--- config.mk ---
export PLATFORM = sky130hd
export DESIGN_NAME = sgd_ctrl
export DESIGN_NICKNAME = d
export VERILOG_FILES = /design/src/design/sgd_pkg.sv /design/src/design/sgd_ctrl.sv
export VERILOG_INCLUDE_DIRS = /design/src /design/src/design
export SDC_FILE = /design/constraint.sdc
export NUM_CORES = 1
export LEC_CHECK = 0
export BUFFER_PORTS_ARGS = -buffer_cell sky130_fd_sc_hd__buf_2
export CAP_MARGIN = 40
export CORE_AREA = 4 4 41 43
export CTS_CLUSTER_DIAMETER = 60
export CTS_CLUSTER_SIZE = 10
export DETAILED_ROUTE_END_ITERATION = 8
export DIE_AREA = 0 0 45 47
export PLACE_DENSITY_LB_ADDON = 0.2
export SYNTH_ARGS = -nofsm -noshare
export SYNTH_HDL_FRONTEND = slang
export SYNTH_SLANG_ARGS = --single-unit
--- constraint.sdc ---
create_clock -name clock -period 0.9 [get_ports clock]
set_input_delay 0.18 -clock clock [delete_from_list [all_inputs] [get_ports clock]]
set_output_delay 0.18 -clock clock [all_outputs]
set_load 0.005 [all_outputs]
--- src/design/sobel_gradient_direction_defines.svh ---
`ifndef SOBEL_GRADIENT_DIRECTION_DEFINES_SVH
`define SOBEL_GRADIENT_DIRECTION_DEFINES_SVH

// Check that holds in the same cycle as its trigger.
`define SGD_ASSERT_NOW(label, clk, rst, ante, cons, msg) \
   label: assert property (@(posedge clk) disable iff (rst) (ante) |-> (cons)) \
      else $error(msg);

// Check that holds in the cycle after its trigger.
`define SGD_ASSERT_NEXT(label, clk, rst, ante, cons, msg) \
   label: assert property (@(posedge clk) disable iff (rst) (ante) |=> (cons)) \
      else $error(msg);

`endif

--- src/design/sgd_pkg.sv ---
`timescale 1ns / 1ps

package sgd_pkg;

   // Fixed field widths of the item channels and the register port
   localparam int PIXEL_IN_BITS  = 8;
   localparam int MAG_BITS       = 11;
   localparam int DIR_BITS       = 3;
   localparam int ROW_BITS       = 11;
   localparam int CSR_DATA_BITS  = 11;
   localparam int CSR_INDEX_BITS = 1;

   // Register indexes
   localparam logic [CSR_INDEX_BITS-1:0] REG_IMAGE_WIDTH  = 1'd0;
   localparam logic [CSR_INDEX_BITS-1:0] REG_IMAGE_HEIGHT = 1'd1;

   // Register reset values and limits
   localparam int RESET_WIDTH  = 640;
   localparam int RESET_HEIGHT = 480;
   localparam int HEIGHT_LIMIT = 1024;

   // Sector bounds: tan(22.5) and tan(67.5) in Q16
   localparam int TAN_FRAC_BITS = 16;
   localparam int TAN_LOW_BITS  = 15;
   localparam int TAN_HIGH_BITS = 18;
   localparam logic [TAN_LOW_BITS-1:0]  TAN_LOW_Q16  = 15'd27146;
   localparam logic [TAN_HIGH_BITS-1:0] TAN_HIGH_Q16 = 18'd158218;

   localparam logic [MAG_BITS-1:0] MAG_MAX = 11'd2047;

   typedef enum logic [DIR_BITS-1:0] {
      DIR_NONE       = 3'd0,
      DIR_HORIZONTAL = 3'd1,
      DIR_SLASH      = 3'd2,
      DIR_VERTICAL   = 3'd3,
      DIR_BACKSLASH  = 3'd4
   } sgd_dir_type;

   typedef enum logic [2:0] {
      ST_IDLE,
      ST_GRAD,
      ST_MULT,
      ST_PREP,
      ST_ROOT,
      ST_HOLD
   } sgd_state_type;

   typedef struct packed {
      logic [PIXEL_IN_BITS-1:0] pixel;
      logic                     flush;
   } sgd_req_type;

   typedef struct packed {
      logic [MAG_BITS-1:0] magnitude;
      logic [DIR_BITS-1:0] direction;
      logic                last_of_frame;
   } sgd_rsp_type;

   // Controller to datapath
   typedef struct packed {
      logic capture;     // item taken: read line stores, latch pixel
      logic step;        // gradients, store write-back, window and counter update
      logic mult;        // squares and tangent products
      logic root_start;  // direction code, launch square root
      logic load;        // move result into the output register
   } sgd_cmd_type;

   // Datapath to controller
   typedef struct packed {
      logic ignore;      // flush arriving while the frame is still coming in
      logic emit;        // current item produces a result
      logic root_busy;   // square root unit iterating
      logic out_free;    // output register can take a result this cycle
   } sgd_status_type;

endpackage

--- src/design/sgd_ctrl.sv ---
`timescale 1ns / 1ps
`include "sobel_gradient_direction_defines.svh"

module sgd_ctrl (
   input  logic                   clock,
   input  logic                   reset,
   input  logic                   req_valid,
   output logic                   req_ready,
   input  sgd_pkg::sgd_status_type status,
   output sgd_pkg::sgd_cmd_type    cmd
);
   import sgd_pkg::*;

   sgd_state_type state_ff;
   sgd_state_type state_in;

   // State register
   always_ff @(posedge clock) begin
      if (reset) begin
         state_ff <= ST_IDLE;
      end else begin
         state_ff <= state_in;
      end
   end

   // Next state
   always_comb begin
      state_in = state_ff;
      case (state_ff)
         ST_IDLE: begin
            if (req_valid && !status.ignore) state_in = ST_GRAD;
         end
         ST_GRAD: begin
            state_in = status.emit ? ST_MULT : ST_IDLE;
         end
         ST_MULT: begin
            state_in = ST_PREP;
         end
         ST_PREP: begin
            state_in = ST_ROOT;
         end
         ST_ROOT: begin
            if (!status.root_busy) state_in = ST_HOLD;
         end
         ST_HOLD: begin
            if (status.out_free) state_in = ST_IDLE;
         end
         default: begin
            state_in = ST_IDLE;
         end
      endcase
   end

   // Outputs
   always_comb begin
      cmd       = '0;
      req_ready = 1'b0;
      case (state_ff)
         ST_IDLE: begin
            req_ready   = 1'b1;
            cmd.capture = req_valid && !status.ignore;
         end
         ST_GRAD: begin
            cmd.step = 1'b1;
         end
         ST_MULT: begin
            cmd.mult = 1'b1;
         end
         ST_PREP: begin
            cmd.root_start = 1'b1;
         end
         ST_HOLD: begin
            cmd.load = status.out_free;
         end
         default: begin
         end
      endcase
   end

   // Square root unit is free when launched, and runs right after
   `SGD_ASSERT_NOW(a_root_free, clock, reset, cmd.root_start, !status.root_busy, "root unit busy at start")
   `SGD_ASSERT_NEXT(a_root_runs, clock, reset, cmd.root_start, status.root_busy, "root unit did not start")
   // Only items that produce a result reach the multiply step
   `SGD_ASSERT_NOW(a_mult_emit, clock, reset, state_ff == ST_MULT, $past(status.emit), "mult without result")

endmodule

# After elaboration in Yosys (flattened, before gate mapping)

Cells that the tools add are included.

Register bits after elaboration: 3
Input bits: 7
Output and inout port bits: 6
Logic and storage cells: 24

Eq/ne operators: 8
Muxes and demuxes: 11
Reductions and logical operators: 4

Operators with widths:

| cell                                                                  | count |
|---|---|
| 3-bit one-hot mux with 6 select lines                                 | 1 |
| 3-bit 2-to-1 mux                                                      | 3 |
| 3-bit by 2-bit equality test with 1-bit output, second input constant | 2 |
| 3-bit equality test, second input constant                            | 2 |
| 1-bit 2-to-1 mux                                                      | 6 |
| 2-bit inequality test, second input constant                          | 3 |
| 3-bit by 1-bit equality test with 1-bit output, second input constant | 1 |
| 3-bit logical NOT                                                     | 1 |
| 3-bit AND reduction                                                   | 1 |
| 2-bit 2-to-1 mux                                                      | 1 |
| 1-bit logical AND                                                     | 1 |
| 1-bit logical NOT                                                     | 1 |

# Depth between registers and ports, before layout

Depth after elaboration: 4
Gate-level depth with buffers: 3
Depth with buffers taken out: 3

# Least setup slack after synthesis

No wires, ideal clock.

Kind: reg2out
Start: register state_ff[1]
End: output cmd[4] in the netlist's numbering
Arrival: 757 ps
Required time: 720 ps
Path slack: -37 ps
Stages on the path, launching flop included: 3
Path buffers: 0
Path through: dfxtp_1 -> nor3_1 -> and2_1

RTL lines:

| element                | RTL line       | text |
|---|---|---|
| from (decl)            | sgd_ctrl.sv:14 | `sgd_state_type state_ff;` |
| from (signal assigned) | sgd_ctrl.sv:22 | `state_ff <= state_in;` |
| to (decl)              | sgd_ctrl.sv:10 | `output sgd_pkg::sgd_cmd_type cmd` |

==> flow_metrics.env <==
export IMPL_antenna_left=0
export IMPL_drive_gt1_share_pct=67.50
export IMPL_n_antenna_cell=0
export IMPL_rsz0062_at_grt="true"
export IMPL_fill_cells=157
export IMPL_post_cts_setup_buffers=0
export IMPL_fmax_ghz=0.8116
export IMPL_die_area_sq_um=2115
export IMPL_end_kind="output port"
export IMPL_core_sq_um=1301
export IMPL_dp_cells=51
export IMPL_chipHeight_um=47
export IMPL_finalHoldViolCount=0
export IMPL_io_pins=13
export IMPL_holdBufCountCts=0
export IMPL_setup_viol=6
export IMPL_synth_edf_count=0
export IMPL_post_route_min_period_ns=1.232
export IMPL_fin_worst_skew_ns=0.0006932
export IMPL_syn_area_sq_um=180.2
export IMPL_grt_pass1_vias=203
export IMPL_layout_commonest_cell="buf_2"
export IMPL_yosysWarnings=0
export IMPL_worstMarginPinSlew_ns=0.1906
export IMPL_path_max_fanout=5
export IMPL_holdWs_ns=0.1441
export IMPL_initial_core_util_pct=13.85
export IMPL_insertion_delay_ns=0.23
export IMPL_detail_route_first_pass_iterations=1
export IMPL_ir_drop_mv=0.5454
export IMPL_cpMaxStageDelayCell="dfxtp_4"
export IMPL_wl_per_cell_um=9.327
export IMPL_seq_area_frac_synth_pct=33.33
export IMPL_layout_nets=48
export IMPL_area_delta_synth_final_pct=82.64
export IMPL_largest_reg_flops=3
export IMPL_cts_sinks=3
export IMPL_cts_made_buffers=3
export IMPL_vias_per_cell=3.964
export IMPL_drt_iter0_drc=0
export IMPL_setup_ws_ns=-0.3321
export IMPL_grt_pass1_wl_um=724
export IMPL_slew_viol_final=0
export IMPL_yosys_area_top_type="dfxtp_1"
export IMPL_vias=218
export IMPL_final_instance_count_excl_fill=55
export IMPL_place_hpwl_um=388.7
export IMPL_slowest_delay_ns=0.35
export IMPL_worst_setup_path_type="reg2out"
export IMPL_slew_headroom_pct=87.21
export IMPL_cp_required_ns=0.72
export IMPL_final_seq_area_sq_um=71.32
export IMPL_max_cap_viol_count=0
export IMPL_grt_max_degree=9
export IMPL_post_synth_main_area_contributors="dfxtp_1, and2_1, nor2b_1, mux2_2, a21oi_1"
export IMPL_multiInputGateArea_sq_um=133.9
export IMPL_pre_cts_slack_ns=-0.1249
export IMPL_cts_tree="built"
export IMPL_synth_fp_nets=29
export IMPL_hold_class="in2reg"
export IMPL_synthCells=22
export IMPL_cp_arrival_ns=1.05
export IMPL_grt_ovfl_total=0
export IMPL_p_per_area_nw_per_um2=1341
export IMPL_synth_main_ff_cell="dfxtp_1"
export IMPL_path_cells="and2b_1, nor2b_1, buf_2"
export IMPL_cts_max_level=1
export IMPL_tns_ns=-1.474
export IMPL_place_congestion=0.6563
export IMPL_final_cell_area_sq_um=329.1
export IMPL_syn_area_per_cell_sq_um=8.190
export IMPL_grt_usage_pct=5.288
export IMPL_die_w_um=45
export IMPL_total_leakage_power_nw=0.1539
export IMPL_async_reset_ff_share_pct=0
export IMPL_clk_pin_slew_ns=0.04
export IMPL_synthDistinctLibCells=15
export IMPL_final_cell_mix="buf_2, clkbuf_4, dfxtp_4"
export IMPL_reg_top3="state_ff: 3 flops"
export IMPL_top_register="state_ff"
export IMPL_cts_root_buf="clkbuf_4"
export IMPL_cts_buffer_depth=2
export IMPL_ys_ff_latch=3
export IMPL_drc=0
export IMPL_yosysTopAreaCellShare_pct=33.33
export IMPL_antenna_found_initial=0
export IMPL_place_area_sq_um=279.0
export IMPL_wirelength_um=513
export IMPL_placementRows=13
export IMPL_outcome="finished with violations"
export IMPL_failed_checks="setup timing"
export IMPL_finalCritPeriodShare_pct=136.9
export IMPL_port_buffers=12
export IMPL_start_kind="flip-flop"
worst max-delay path, delay by kind of cell, from the launching register on:
family	cells	cell delay, ns
AND/OR/NAND/NOR	2	0.36
buffers and inverters	1	0.11
flip-flops	1	0.35
worst paths after layout:
kind,start,end,slack (ns),cells after the start
max reg2reg,state_ff[1],state_ff[2],0.01,3
max,state_ff[1],cmd[0],-0.33,3
min reg2reg,state_ff[2],state_ff[1],0.55,2
min,reset,state_ff[0],0.14,2
cells in the mapped netlist, types with 2 or more instances:
library cell,count
nand2_1,2
dfxtp_1,3
nor2b_1,2
nor2_1,2
a21oi_1,2
and2_1,2
per-layer routing:
metal / routed length (um) / global-route usage (%)
met1: 199 / 4.762
met2: 261 / 7.910
met3: 52 / 1.149
met4: 0 / 8.772
met5: 0 / 0
power breakdown:
group	internal, W	total, W	switching (W)
logic	0.0000396	0.0000661	0.0000265
registers	0.000134	0.000142	0.00000823
clock network	0.000166	0.000233	0.0000673
metrics by stage:
step           total power (W)  utilization (%)
6_report             0.0004412            25.29
5_1_grt              0.0004670            25.29
4_1_cts              0.0004571            25.00
3_5_place_dp         0.0002107            21.44
3_3_place_gp         0.0002113            21.44
2_1_floorplan        0.0001761                -
layout make-up:
| type | instances | area share [%] |
|---|---|---|
| multi-input cells | 19 | 40.68 |
| clock buffers | 4 | 7.985 |
| flip-flops and latches | 3 | 21.67 |
| well taps | 15 | 5.703 |
| repair buffers | 14 | 23.95 |
repair_timing:
action,4_1_cts,5_1_grt
endpoints found under the setup margin,9,8
gates resized for setup,8,2
hold endpoints to repair,0,0
gates cloned,0,0
pin swaps,1,1
kinds of logic after synthesis:
| kind of cell | after synthesis | synth area share (%) |
|---|---|---|
| muxes | 1 | 6.250 |
| DFF | 3 | 33.33 |
| and+or+nand+nor | 15 | 52.08 |
| AOI/OAI and AO/OA | 3 | 8.331 |
Note: power is estimated with default switching activity, not from simulation.
